--- src/sefd_pkg.sv ---
package sefd_pkg;

	localparam logic [7:0]  START_BYTE_RST    = 8'd2;
	localparam logic [7:0]  END_BYTE_RST      = 8'd3;
	localparam logic [11:0] MAX_FRAME_LEN_RST = 12'd1024;

	localparam logic [11:0] HDR_LEN_CHARS = 12'd4;
	localparam logic [11:0] HDR_CHARS     = 12'd6;
	localparam logic [12:0] DELIM_BYTES   = 13'd2;
	localparam logic [15:0] LEN_BIAS      = 16'd2;

	typedef enum logic [1:0] {
		CFG_START_BYTE    = 2'd0,
		CFG_END_BYTE      = 2'd1,
		CFG_MAX_FRAME_LEN = 2'd2
	} cfg_index_t;

	typedef enum logic [2:0] {
		ST_GOOD     = 3'd0,
		ST_SHORT    = 3'd1,
		ST_MISMATCH = 3'd2,
		ST_BAD_HEX  = 3'd3,
		ST_TOO_LONG = 3'd4,
		ST_OVERRUN  = 3'd5,
		ST_STRAY    = 3'd6
	} status_t;

	typedef struct packed {
		logic        is_end;
		logic [7:0]  body_byte;
		status_t     status;
		logic [7:0]  command;
		logic [11:0] body_length;
	} result_t;

	// {bad, value}: bad set when c is not 0-9, a-f or A-F
	function automatic logic [4:0] hex_digit(input logic [7:0] c);
		logic [7:0] d;
		begin
			d = 8'd0;
			if (c >= 8'h30 && c <= 8'h39) begin
				d = c - 8'h30;
				hex_digit = {1'b0, d[3:0]};
			end else if (c >= 8'h61 && c <= 8'h66) begin
				d = c - 8'h57;
				hex_digit = {1'b0, d[3:0]};
			end else if (c >= 8'h41 && c <= 8'h46) begin
				d = c - 8'h37;
				hex_digit = {1'b0, d[3:0]};
			end else begin
				hex_digit = {1'b1, d[3:0]};
			end
		end
	endfunction

endpackage

--- src/sefd_parser.sv ---
module sefd_parser (
	input  logic             clk,
	input  logic             arst_n,
	input  logic             cfg_wr_en,
	input  logic [1:0]       cfg_index,
	input  logic [11:0]      cfg_data,
	input  logic             take,
	input  logic [7:0]       in_byte,
	output logic             res_valid,
	output sefd_pkg::result_t res
);
	import sefd_pkg::*;

	logic [7:0]  start_byte_q;
	logic [7:0]  end_byte_q;
	logic [11:0] max_frame_len_q;

	logic        in_frame_q, in_frame_d;
	logic [11:0] byte_count_q, byte_count_d;
	logic [15:0] declared_q, declared_d;
	logic [7:0]  command_q, command_d;
	logic        hex_error_q, hex_error_d;

	logic        produce;
	logic [12:0] frame_len;
	logic [11:0] count_inc;
	logic [4:0]  hex;
	logic        len_match;

	assign frame_len = {1'b0, byte_count_q} + DELIM_BYTES;
	assign count_inc = byte_count_q + 12'd1;
	assign hex       = hex_digit(in_byte);
	assign len_match = (declared_q == {4'd0, byte_count_q} + LEN_BIAS);

	always_comb begin
		in_frame_d   = in_frame_q;
		byte_count_d = byte_count_q;
		declared_d   = declared_q;
		command_d    = command_q;
		hex_error_d  = hex_error_q;
		produce      = 1'b0;
		res          = '0;
		if (!in_frame_q) begin
			if (in_byte == start_byte_q) begin
				in_frame_d   = 1'b1;
				byte_count_d = '0;
				declared_d   = '0;
				command_d    = '0;
				hex_error_d  = 1'b0;
			end else begin
				produce    = 1'b1;
				res.is_end = 1'b1;
				res.status = ST_STRAY;
			end
		end else if (in_byte == end_byte_q) begin
			in_frame_d      = 1'b0;
			produce         = 1'b1;
			res.is_end      = 1'b1;
			res.command     = command_q;
			res.body_length = byte_count_q;
			priority if (frame_len >= {1'b0, max_frame_len_q}) res.status = ST_TOO_LONG;
			else if (byte_count_q < HDR_CHARS)                   res.status = ST_SHORT;
			else if (hex_error_q)                                 res.status = ST_BAD_HEX;
			else if (!len_match)                                  res.status = ST_MISMATCH;
			else                                                  res.status = ST_GOOD;
		end else if (frame_len > {1'b0, max_frame_len_q}) begin
			// drop the frame; later bytes are stray until a new start
			in_frame_d      = 1'b0;
			byte_count_d    = count_inc;
			produce         = 1'b1;
			res.is_end      = 1'b1;
			res.status      = ST_OVERRUN;
			res.command     = command_q;
			res.body_length = count_inc;
		end else if (byte_count_q < HDR_CHARS) begin
			byte_count_d = count_inc;
			if (hex[4])
				hex_error_d = 1'b1;
			if (byte_count_q < HDR_LEN_CHARS)
				declared_d = {declared_q[11:0], hex[3:0]};
			else
				command_d = {command_q[3:0], hex[3:0]};
		end else begin
			byte_count_d  = count_inc;
			produce       = 1'b1;
			res.body_byte = in_byte;
			res.command   = command_q;
		end
	end

	assign res_valid = take && produce;

	always_ff @(posedge clk or negedge arst_n) begin
		if (!arst_n) begin
			start_byte_q    <= START_BYTE_RST;
			end_byte_q      <= END_BYTE_RST;
			max_frame_len_q <= MAX_FRAME_LEN_RST;
			in_frame_q      <= 1'b0;
			byte_count_q    <= '0;
			declared_q      <= '0;
			command_q       <= '0;
			hex_error_q     <= 1'b0;
		end else begin
			if (cfg_wr_en) begin
				unique case (cfg_index)
					CFG_START_BYTE:    start_byte_q    <= cfg_data[7:0];
					CFG_END_BYTE:      end_byte_q      <= cfg_data[7:0];
					CFG_MAX_FRAME_LEN: max_frame_len_q <= cfg_data;
					default: ;
				endcase
			end
			if (take) begin
				in_frame_q   <= in_frame_d;
				byte_count_q <= byte_count_d;
				declared_q   <= declared_d;
				command_q    <= command_d;
				hex_error_q  <= hex_error_d;
			end
		end
	end

	a_body_after_header: assert property (@(posedge clk) disable iff (!arst_n)
		res_valid && !res.is_end |-> in_frame_q && byte_count_q >= HDR_CHARS)
		else $error("body beat emitted inside the header");

	a_stray_outside: assert property (@(posedge clk) disable iff (!arst_n)
		res_valid && res.status == ST_STRAY |-> !in_frame_q)
		else $error("stray status while a frame is open");

	a_start_opens: assert property (@(posedge clk) disable iff (!arst_n)
		take && !in_frame_q && in_byte == start_byte_q
		|=> in_frame_q && byte_count_q == '0 && !hex_error_q)
		else $error("start byte did not open a clean frame");

	a_end_closes: assert property (@(posedge clk) disable iff (!arst_n)
		take && in_frame_q && in_byte == end_byte_q |=> !in_frame_q)
		else $error("end byte left the frame open");

endmodule

--- src/sefd_skid.sv ---
module sefd_skid (
	input  logic              clk,
	input  logic              arst_n,
	input  logic              in_valid,
	output logic              in_ready,
	input  sefd_pkg::result_t in_data,
	output logic              out_valid,
	input  logic              out_ready,
	output sefd_pkg::result_t out_data
);
	import sefd_pkg::*;

	logic    out_valid_q;
	logic    skid_valid_q;
	result_t out_q;
	result_t skid_q;
	logic    advance;

	assign in_ready  = !skid_valid_q;
	assign advance   = out_ready || !out_valid_q;
	assign out_valid = out_valid_q;
	assign out_data  = out_q;

	always_ff @(posedge clk or negedge arst_n) begin
		if (!arst_n) begin
			out_valid_q  <= 1'b0;
			skid_valid_q <= 1'b0;
		end else if (advance) begin
			if (skid_valid_q) begin
				out_valid_q  <= 1'b1;
				skid_valid_q <= 1'b0;
			end else begin
				out_valid_q <= in_valid;
			end
		end else if (in_valid && !skid_valid_q) begin
			skid_valid_q <= 1'b1;
		end
	end

	always_ff @(posedge clk) begin
		if (advance) begin
			if (skid_valid_q)
				out_q <= skid_q;
			else if (in_valid)
				out_q <= in_data;
		end else if (in_valid && !skid_valid_q) begin
			skid_q <= in_data;
		end
	end

endmodule

--- src/stx_etx_frame_deframer.sv ---
// STX/ETX deframer: takes one byte per cycle on s_* while s_tready is high and emits at most
// one beat per byte on m_*: a body beat for each byte past the six hex header characters
// (m_tuser low), or a status beat (m_tuser high) on the end byte, on an overrun, or for a byte
// seen outside a frame. The start byte and header bytes produce nothing. A byte is taken in the
// cycle it arrives and its result is registered in the output buffer before it reaches m_*; the
// frame state is one register set updated per byte. A two-entry output buffer holds one result
// while m_tready is low and keeps s_tready high; s_tready drops only with a second result waiting.
// Registers: 0 start byte, 1 end byte, 2 maximum frame length; write them only while idle.
module stx_etx_frame_deframer (
	input  logic        clk,
	input  logic        arst_n,
	input  logic        cfg_wr_en,
	input  logic [1:0]  cfg_index,
	input  logic [11:0] cfg_data,
	input  logic        s_tvalid,
	output logic        s_tready,
	input  logic [7:0]  s_tdata,   // [7:0] in_byte
	output logic        m_tvalid,
	input  logic        m_tready,
	output logic [31:0] m_tdata,   // [7:0] body_byte, [10:8] status, [18:11] command,
	                               // [30:19] body_length, [31] zero
	output logic        m_tuser    // is_end
);
	import sefd_pkg::*;

	logic    take;
	logic    res_valid;
	result_t res;
	result_t out_res;

	assign take = s_tvalid && s_tready;

	sefd_parser u_parser (
		.clk       (clk),
		.arst_n    (arst_n),
		.cfg_wr_en (cfg_wr_en),
		.cfg_index (cfg_index),
		.cfg_data  (cfg_data),
		.take      (take),
		.in_byte   (s_tdata),
		.res_valid (res_valid),
		.res       (res)
	);

	sefd_skid u_skid (
		.clk       (clk),
		.arst_n    (arst_n),
		.in_valid  (res_valid),
		.in_ready  (s_tready),
		.in_data   (res),
		.out_valid (m_tvalid),
		.out_ready (m_tready),
		.out_data  (out_res)
	);

	assign m_tdata = {1'b0, out_res.body_length, out_res.command, out_res.status,
		out_res.body_byte};
	assign m_tuser = out_res.is_end;

endmodule

--- config.mk ---
export PLATFORM = sky130hd
export DESIGN_NAME = stx_etx_frame_deframer
export DESIGN_NICKNAME = d
export VERILOG_FILES = /design/src/sefd_pkg.sv /design/src/sefd_parser.sv /design/src/sefd_skid.sv /design/src/stx_etx_frame_deframer.sv
export SDC_FILE = /design/constraint.sdc
export NUM_CORES = 1
export LEC_CHECK = 0
export ABC_AREA = 1
export BUFFER_PORTS_ARGS = -buffer_cell sky130_fd_sc_hd__buf_2
export CAP_MARGIN = 20
export CORE_UTILIZATION = 50
export CTS_CLUSTER_DIAMETER = 50
export DETAILED_ROUTE_END_ITERATION = 16
export GPL_ROUTABILITY_DRIVEN = 1
export GPL_TIMING_DRIVEN = 1
export HOLD_SLACK_MARGIN = 0.06
export PLACE_DENSITY = 0.69
export REMOVE_ABC_BUFFERS = 1
export SKIP_LAST_GASP = 1
export SLEW_MARGIN = 20
export SYNTH_ARGS = -nofsm -noshare
export SYNTH_HDL_FRONTEND = slang
export SYNTH_HIERARCHICAL = 1
export SYNTH_SLANG_ARGS = --single-unit
--- constraint.sdc ---
create_clock -name clk -period 9 [get_ports clk]
set_input_delay 1.35 -clock clk [delete_from_list [all_inputs] [get_ports clk]]
set_output_delay 1.35 -clock clk [all_outputs]
set_load 0.02 [all_outputs]
-- Yosys cells after proc, flatten, opt, wreduce, memory -nomap -nowiden
Index checks and enable logic that the tools add are counted.
- register bits: 132
- word-level logic and storage cells: 127
- mux-type cells: 57
- order comparisons: 10
- reductions and logical operators: 22
- $add $sub $neg: 6
- bitwise operators: 1
- equality and inequality tests: 11
- operators by type and width (operator ; number):
    16-bit 2-to-1 mux ; 6
    8-bit 2-to-1 mux ; 12
    32-bit 2-to-1 mux ; 2
    12-bit 2-to-1 mux ; 4
    12-bit by 2-bit adder with 13-bit output, second input constant ; 2
    12-bit by 3-bit < comparator with 1-bit output, second input constant ; 2
    23-bit 2-to-1 mux ; 1
    1-bit 2-to-1 mux ; 21
    20-bit 2-to-1 mux ; 1
    3-bit 2-to-1 mux ; 6
    6-bit AND reduction ; 3
    16-bit == test ; 1
    8-bit == test ; 2
    8-bit by 7-bit greater-or-equal comparator with 1-bit output, second input constant ; 2
    8-bit by 7-bit <= comparator with 1-bit output, second input constant ; 2
    5-bit 2-to-1 mux ; 3
    13-bit by 12-bit greater-or-equal comparator with 1-bit output ; 1
    13-bit by 12-bit > comparator with 1-bit output ; 1
    12-bit by 1-bit adder with 12-bit output, second input constant ; 1
    2-bit != test, second input constant ; 6
    2-bit AND reduction ; 5
    8-bit by 6-bit greater-or-equal comparator with 1-bit output, second input constant ; 1
    8-bit by 6-bit <= comparator with 1-bit output, second input constant ; 1
    4-bit by 3-bit subtractor with 4-bit output, second input constant ; 2
    other kinds (11) ; 19

-- Depth between registers and ports, before layout
Gate-level depths: netlist (run 1).
- depth in word-level cells: 10
- depth in mapped cells: 22

-- By module
Netlist (run 1), hierarchy kept.
- by module, submodules not included (module ; instances ; area an instance (um^2) ; cells an instance):
    sefd_parser ; 1 ; 4564.4 ; 661
    sefd_skid ; 1 ; 2507.4 ; 180
    stx_etx_frame_deframer ; 1 ; 18.8 ; 4

-- Worst setup path after synthesis (run 1)
OpenSTA, ideal clock, no wires.
- path kind: register -> register
- from: register u_parser.byte_count_q[2]
- to: register u_skid.out_q (netlist bit u_skid/out_data[0]) (enable)
- arrival time: 3.770 ns
- path buffers: 0
- required time: 8.578 ns
- period minus slack after synthesis: 4.192 ns
- slack: 4.808 ns
- cell stages (with the launch flop): 18
- library setup time: 0.422 ns
- path through: dfrtp_1 ha_1 nand2_1 nor2_1 nand4_1 nand2_1 inv_1 ha_1 nand3_1 nor3_1 o21ai_0 nand2_2 nand3_4 nand2_2 nor2_1 a21oi_1 nor2_1 nor2_1
- word-level cells in the longest chain between the ends: 8
- elaborated cells between the ends (all ways): 10
- RTL lines (what ; line ; text):
    start, declared ; sefd_parser.sv:19 ; logic [11:0] byte_count_q, byte_count_d;
    start signal, assigned ; sefd_parser.sv:114 ; byte_count_q <= byte_count_d;
    12-bit by 2-bit adder with 13-bit output or 12-bit by 3-bit < comparator with 1-bit output (tied branches) ; sefd_parser.sv:30, sefd_parser.sv:75 ;
    13-bit by 12-bit > comparator with 1-bit output or 1-bit 2-to-1 mux (tied branches) ; sefd_parser.sv:66, sefd_parser.sv:75 ;
    1-bit 2-to-1 mux (*) ; sefd_parser.sv:66 ; end else if (frame_len > {1'b0, max_frame_len_q}) begin
    1-bit 2-to-1 mux (*) ; sefd_parser.sv:55 ; end else if (in_byte == end_byte_q) begin
    1-bit 2-to-1 mux (*) ; sefd_parser.sv:43 ; if (!in_frame_q) begin
    1-bit logical AND (*) ; sefd_parser.sv:91 ; assign res_valid = take && produce;
    named net res_valid ; stx_etx_frame_deframer.sv:27 ; logic res_valid;
    2-bit nonzero test (no source line) (*) ; -- ;
    2-bit AND reduction (no source line) (*) ; -- ;
    end signal, assigned ; sefd_skid.sv:43 ; out_q <= skid_q;
    end signal, assigned ; sefd_skid.sv:45 ; out_q <= in_data;
    end, declared ; sefd_skid.sv:15 ; result_t out_q;
Mark *: on every way through the listed nets, which the timed path passes. The rest lies on a longest branch.
A chain may end at the register's enable or synchronous reset.

-- Final worst setup path (run 1)
- from: register u_parser.byte_count_q[2]
- to: register u_skid/skid_q[19] (netlist name) (enable)
- word-level cells in the longest chain between the ends: 8
- elaborated cells between the ends (all ways): 10
- RTL lines (what ; line ; text):
    12-bit by 2-bit adder with 13-bit output or 12-bit by 3-bit < comparator with 1-bit output (tied branches) ; sefd_parser.sv:30, sefd_parser.sv:75 ;
    13-bit by 12-bit > comparator with 1-bit output or 1-bit 2-to-1 mux (tied branches) ; sefd_parser.sv:66, sefd_parser.sv:75 ;
    1-bit 2-to-1 mux (*) ; sefd_parser.sv:66 ;
    1-bit 2-to-1 mux (*) ; sefd_parser.sv:55 ;
    1-bit 2-to-1 mux (*) ; sefd_parser.sv:43 ;
    1-bit logical AND (*) ; sefd_parser.sv:91 ;
    named net res_valid ; stx_etx_frame_deframer.sv:27 ;
    1-bit logical AND (*) ; sefd_skid.sv:46 ; end else if (in_valid && !skid_valid_q) begin
    2-bit AND reduction (no source line) (*) ; -- ;
    end signal, assigned ; sefd_skid.sv:47 ; skid_q <= in_data;
    end, declared ; sefd_skid.sv:16 ; result_t skid_q;
Marks and branches as above.

==> impl_metrics.toml, run 1 <==
[outcome]
run_status = "completed"

[sta]
setup_viol = 0
rsz0062_at_grt = "no"
final.setup.worst_slack_ns = 4.86
drv_slew = 0
max_slew_margin_pct = 41.3
hold_viol = 0
tightestPinTransition_ns = 0.880
max_freq_mhz = 242
finalCritPeriodShare_pct = 46.0
period_minus_slack_ns = 4.14
final.setup_skew_ns = 0.00588
setup_tns_ns = 0

[route]
routedWlPerCell_um = 13.8
drt_iter0_drc = 422
wl_mm = 15.2
drc = 0
vias_per_cell = 5.02
ant_nets = 0
num_vias = 5512
drtPass1Iterations = 5

[job]
max_cap_viol_count = 0

[critical_path]
r2r_cells = 19
reg2reg_to = "u_skid/skid_q[19]$_DFFE_PP_"
worst_ep_required_time_ns = 9.10
crit_path_start_kind = "flop"
rrSetupSlack_ns = 4.86
crit_type = "reg2reg"
cp-end-kind = "flop"
r2r_start = "u_parser/byte_count_q[2]$_DFFE_PN0P_"
worstPathMaxFanout = 21
worstPathArrival_ns = 4.24

[grt]
grt_pass1_wl_mm = 25.5
grt_max_degree = 69
busiest_layer = "met2"
antenna_found_initial = 0
grt_pass1_vias = 5182
grt.total_usage_pct = 22.9
use_met2_pct = 33.8
grtUsageMet3_pct = 4.32
grt_use_met1_pct = 32.2
grt_overflow = 0

[floorplan]
core_sq_mm = 0.0139
die-area_sq_mm = 0.0147
die_h_um = 121
num_rows = 43
io_pins = 62
die_w_um = 121
start_util_pct = 51.1

[clocking]
cts_tree = "done"
cts_max_level = 4
cts.repair.resized = 0
cts_setup_buffers = 0
clockBufferDepth = 2
cts-buffers-inserted = 17
cts_num_sinks = 132
clock_latency_ns = 0.42
cts.clk_slew.worst_paths_ns = 0.05
clock-root-buffer = "clkbuf_16"
postCtsHoldBufs = 0

[layout]
drive_above_1_share_pct = 17.4
fillCellCount = 1243
antennaDiodeCount = 0
nets = 950
utilization_pct = 58.3
synthToLayoutAreaGrowth_pct = 14.1

[synth]
synthDistinctLibCells = 42
ys_seq_elements = 132
avgSynthCellArea_sq_um = 8.39
syn_inst = 845
synth-seq-area-share_pct = 51.2
yosysWarnings = 6
syn_area_sq_mm = 0.00709

[worst_hold_path]
holdPathStages = 2
hp-class = "reg2reg"
hp-start = "u_parser/max_frame_len_q[6]$_DFFE_PN0P_"
hold_end = "u_parser/max_frame_len_q[6]$_DFFE_PN0P_"

[pwr]
p_comb_share_pct = 31.3
p_switching_mw = 0.878
leakagePower_nw = 3.84
peakVddDrop_uv = 138
clkPwrFrac_pct = 29.7
swShare_pct = 36.4
seq_power_share_pct = 39.0
p_int_mw = 1.53
powerDensity_mw_per_mm2 = 298

[placed_design]
preCtsSetupSlack_ns = 4.96
dp_hpwl_mm = 11.1
numPortBuffers = 60
gp_congestion = 0.943
## per-layer routing
metal | part of all wire (%) | wire [um] | up-vias
met5 | 0 | 0 | -
li1 | - | - | 2818
met1 | 49 | 7420 | 2517
met2 | 43 | 6590 | 143
met4 | 3.2 | 484 | 0
met3 | 4.7 | 709 | 34
## cell type report
type	count	area (sq um)	area share [%]
Sequential cell	132	3630	44.8
Multi-Input combinational cell	566	2810	34.8
Inverter	125	477	5.89
Clock buffer	22	464	5.74
Timing Repair Buffer	64	330	4.08
Tap cell	180	225	2.78
Clock inverter	10	155	1.92
## worst max-delay path, stage by stage (launching register included)
cell,delay (ns)
dfrtp_1,0.48
ha_1,0.22
nand2_1,0.10
nor2_1,0.24
nand2_1,0.10
o21ai_0,0.23
nand2_1,0.12
inv_1,0.07
ha_1,0.13
nand3_1,0.12
nor3_1,0.15
o21ai_0,0.13
nand2_2,0.12
nand3_4,0.25
nand2_2,0.18
nor2_1,0.07
a21oi_1,0.18
nand2_1,0.09
nor2_2,0.45
buf_4,0.38
## registers in the layout, summed over array words and instances, names as in the netlist
name                      count
u_parser/max_frame_len_q     12
u_parser/hex_error_q          1
u_skid/skid_q                32
u_skid/skid_valid_q           1
u_parser/command_q            8
u_skid/out_valid              1
u_skid/out_data              32
u_parser/in_frame_q           1
u_parser/start_byte_q         8
u_parser/declared_q          16
u_parser/byte_count_q        12
u_parser/end_byte_q           8
## Yosys cell counts (all sizes together)
library cell  number  share of area (%)
conb               1              0.053
o211ai             1               0.11
nor2b              1              0.088
a22oi              1               0.11
o22ai              2               0.18
a31oi              1              0.088
edfxtp            64                 27
xnor2              9                1.1
nor3              13               0.92
a21boi             1               0.11
or2                1              0.088
inv              124                6.7
dfrtp             64                 23
clkinv             1              0.053
nor2              51                3.4
nand4             20                1.8
dfstp              4                1.5
ha                17                3.0
clkbuf             7               0.37
xor2               3               0.37
o31ai              1               0.11
o21ai             73                5.7
a21oi             16                1.1
nand2b             1              0.088
nor3b              1               0.11
nand3             35                3.3
buf               15                2.1
nand2            317                 18
## power by group through the flow
stage               registers, mW  logic, mW  clock network (mW)
floorplan                    1.00      0.464                   0
global route                0.959      0.863               0.756
finish                      0.940      0.755               0.717
detailed placement          0.948      0.752                   0
CTS                         0.939      0.757               0.731
global placement            0.944      0.743                   0
## through the flow
step / cell area (sq um) / total power, mW / std cells / hold WS [ns]
2_1_floorplan: 6910 / 1.47 / 823 / 0.453
3_3_place_gp: 7470 / 1.69 / 1067 / 0.470
6_report: 8090 / 2.41 / 1099 / 0.490
4_1_cts: 8090 / 2.43 / 1099 / 0.495
5_1_grt: 8090 / 2.58 / 1099 / 0.505
3_5_place_dp: 7470 / 1.70 / 1067 / 0.483
## how the worst max path moves through the flow
stage	from	to	slack, ns	depth (start not counted)
2_1_floorplan	u_parser/byte_count_q[2]$_DFFE_PN0P_	u_skid/out_data[0]$_DFFE_PP_	4.68	17
3_3_place_gp	u_parser/byte_count_q[2]$_DFFE_PN0P_	u_skid/skid_q[15]$_DFFE_PP_	5.08	19
3_5_place_dp	u_parser/byte_count_q[2]$_DFFE_PN0P_	u_skid/skid_q[13]$_DFFE_PP_	4.96	19
4_1_cts	u_parser/byte_count_q[2]$_DFFE_PN0P_	u_skid/skid_q[18]$_DFFE_PP_	4.91	19
5_1_grt	u_parser/byte_count_q[2]$_DFFE_PN0P_	u_skid/skid_q[18]$_DFFE_PP_	4.44	19
6_report	u_parser/byte_count_q[2]$_DFFE_PN0P_	u_skid/skid_q[19]$_DFFE_PP_	4.86	19
## cells in the final DEF (no fill, tap or decap), types with 7 or more instances in the layout
master / n
nand2_1: 287
inv_1: 116
dfrtp_1: 64
edfxtp_1: 64
o21ai_0: 62
buf_2: 60
nor2_1: 41
nand2_2: 30
nand3_1: 28
nand4_1: 20
clkbuf_16: 17
ha_1: 17
a21oi_1: 16
nor3_1: 13
o21ai_2: 10
xnor2_1: 9
inv_2: 7
## kinds of logic after synthesis
kind of cell	share of synthesized area [%]
AO/OA/AOI/OAI	7.50
XOR/XNOR	1.48
adder cells (fa/ha/maj)	3.00
buffers and inverters	9.23
flip-flops	51.2
other	0.0529
AND/OR/NAND/NOR	27.6
(Power assumes the default switching activity.)
==> inputs of run 2 (changes only) <==
PLACE_DENSITY = 0.71   (was 0.69)
clock period = 3.5 ns   (was 9 ns; I/O delays follow)
==> impl_metrics.toml, run 2 (synthesized netlist as in run 1, its figures left out) <==
[clocking]
postCtsHoldBufs = 0
cts_tree = "done"
cts_max_level = 4
cts-buffers-inserted = 17
clock_latency_ns = 0.42
cts.clk_slew.worst_paths_ns = 0.06
cts_num_sinks = 132
clockBufferDepth = 2
clock-root-buffer = "clkbuf_16"

[floorplan]
io_pins = 62
core_sq_mm = 0.0139
die-area_sq_mm = 0.0147
start_util_pct = 51.1
die_h_um = 121
die_w_um = 121
num_rows = 43

[grt]
grt_overflow = 0
grt_max_degree = 69
grt.total_usage_pct = 23.9
grt_pass1_wl_mm = 26.6
antenna_found_initial = 0
grt_pass1_vias = 5319

[layout]
antennaDiodeCount = 0
drive_above_1_share_pct = 19.8
stdcell_count = 1112
mostFrequentLayoutCells = "nand2_1, inv_1, edfxtp_1"
mostFrequentLayoutCell = "nand2_1"
nets = 963
fin_area_sq_mm = 0.00827
synthToLayoutAreaGrowth_pct = 16.6
utilization_pct = 59.6

[critical_path]
crit_start = "u_parser/byte_count_q[2]$_DFFE_PN0P_"
r2r_cells = 20
crit_end = "u_skid/out_data[24]$_DFFE_PP_"
worst_ep_required_time_ns = 3.64
worstPathCellList = "ha_2 -> nand2_1 -> nor2_2 -> nand2_1 -> nand2_1 -> inv_1 -> ha_1 -> nand2_1 -> inv_1 -> nand2_1 -> a21oi_1 -> nor2_1 -> nand2_2 -> nand3_4 -> nand2_2 -> nor2_1 -> a21oi_2 -> nor2_2 -> nor2_4 -> clkbuf_16"
r2r_start = "u_parser/byte_count_q[2]$_DFFE_PN0P_"
crit_path_start_kind = "flop"
crit_type = "reg2reg"
cp-end-kind = "flop"
rrSetupSlack_ns = 0.22
worstPathMaxFanout = 8
crit_path_max_incr_delay_ns = 0.42
cpMostUsedCell = "nand2_1"
reg2reg_to = "u_skid/out_data[24]$_DFFE_PP_"
crit_slowest_cell = "dfrtp_1"
worstPathArrival_ns = 3.43

[pwr]
peakVddDrop_uv = 327
power_mw = 6.39
powerDensity_mw_per_mm2 = 773
leakagePower_nw = 3.91

[sta]
finalCritPeriodShare_pct = 93.8
tightestPinTransition_ns = 0.877
hold_viol = 0
final.setup.worst_slack_ns = 0.215
final.setup_skew_ns = 0.00855
period_minus_slack_ns = 3.28
holdWs_ns = 0.311
drv_slew = 0
max_slew_margin_pct = 41.5
max_freq_mhz = 304
setup_viol = 0
setup_tns_ns = 0

[route]
num_vias = 5653
drc = 0
wl_mm = 16.2
drtPass1Iterations = 5
ant_nets = 0
drt_iter0_drc = 502
vias_per_cell = 5.08
routedWlPerCell_um = 14.6

[placed_design]
preCtsSetupSlack_ns = 0.196
gp_congestion = 0.963
dp_cells = 1076
place_area_sq_mm = 0.00757
numPortBuffers = 60
dp_hpwl_mm = 11.4

[worst_hold_path]
hp-class = "in2async"

[outcome]
run_status = "completed"

[job]
max_cap_viol_count = 0
==> run 2: report_power, final <==
group          leakage, nW  total (mW)  switching (mW)  internal, mW
clock network        0.278        1.82           0.696          1.13
logic                 2.17        2.19            1.47         0.716
registers             1.46        2.38           0.239          2.14
total                 3.91        6.39            2.41          3.98
==> run 2: critical path, delay by kind of cell, from the launching register on <==
| family | cells | cell delay, ns |
|---|---|---|
| buffers and inverters | 3 | 0.34 |
| and+or+nand+nor | 13 | 1.44 |
| AOI/OAI and AO/OA | 2 | 0.30 |
| DFF | 1 | 0.42 |
| adders and majority gates | 2 | 0.48 |
==> run 2: layout make-up <==
cell class                 instances  area (sq um)
fill                            1216          5610
sequential                       132          3630
multi-input combinational        566          2840
timing repair buffer              77           492
inverter                         125           477
clock buffer                      18           429
tap                              180           225
clock inverter                    14           175
==> run 2: repair_timing <==
item | 4_1_cts | 5_1_grt
endpoints found under the setup margin | 0 | 70
gates resized for setup | 0 | 11
setup buffers | 0 | 1
hold endpoints to repair | 0 | 0
==> run 2: routing by layer <==
metal  vias up  GRT usage [%]  wire (um)
met1      2603           33.7       7450
li1       2840              -          -
met2       180           36.3       7440
met5         -              0          0
met3        30           3.81        942
met4         0           10.8        391
==> run 2: worst min path at each step <==
stage                                         from                                        to  slack, ns  cells after the start
2_1_floorplan                               arst_n      u_parser/byte_count_q[0]$_DFFE_PN0P_       0.23                      0
3_3_place_gp   u_parser/declared_q[13]$_DFFE_PN0P_       u_parser/declared_q[13]$_DFFE_PN0P_       0.47                      2
3_5_place_dp   u_parser/declared_q[13]$_DFFE_PN0P_       u_parser/declared_q[13]$_DFFE_PN0P_       0.48                      2
4_1_cts                               cfg_data[10]  u_parser/max_frame_len_q[10]$_DFFE_PN1P_       0.32                      3
5_1_grt                               cfg_data[10]  u_parser/max_frame_len_q[10]$_DFFE_PN1P_       0.34                      3
6_report                                    arst_n   u_parser/max_frame_len_q[5]$_DFFE_PN0P_       0.31                      2
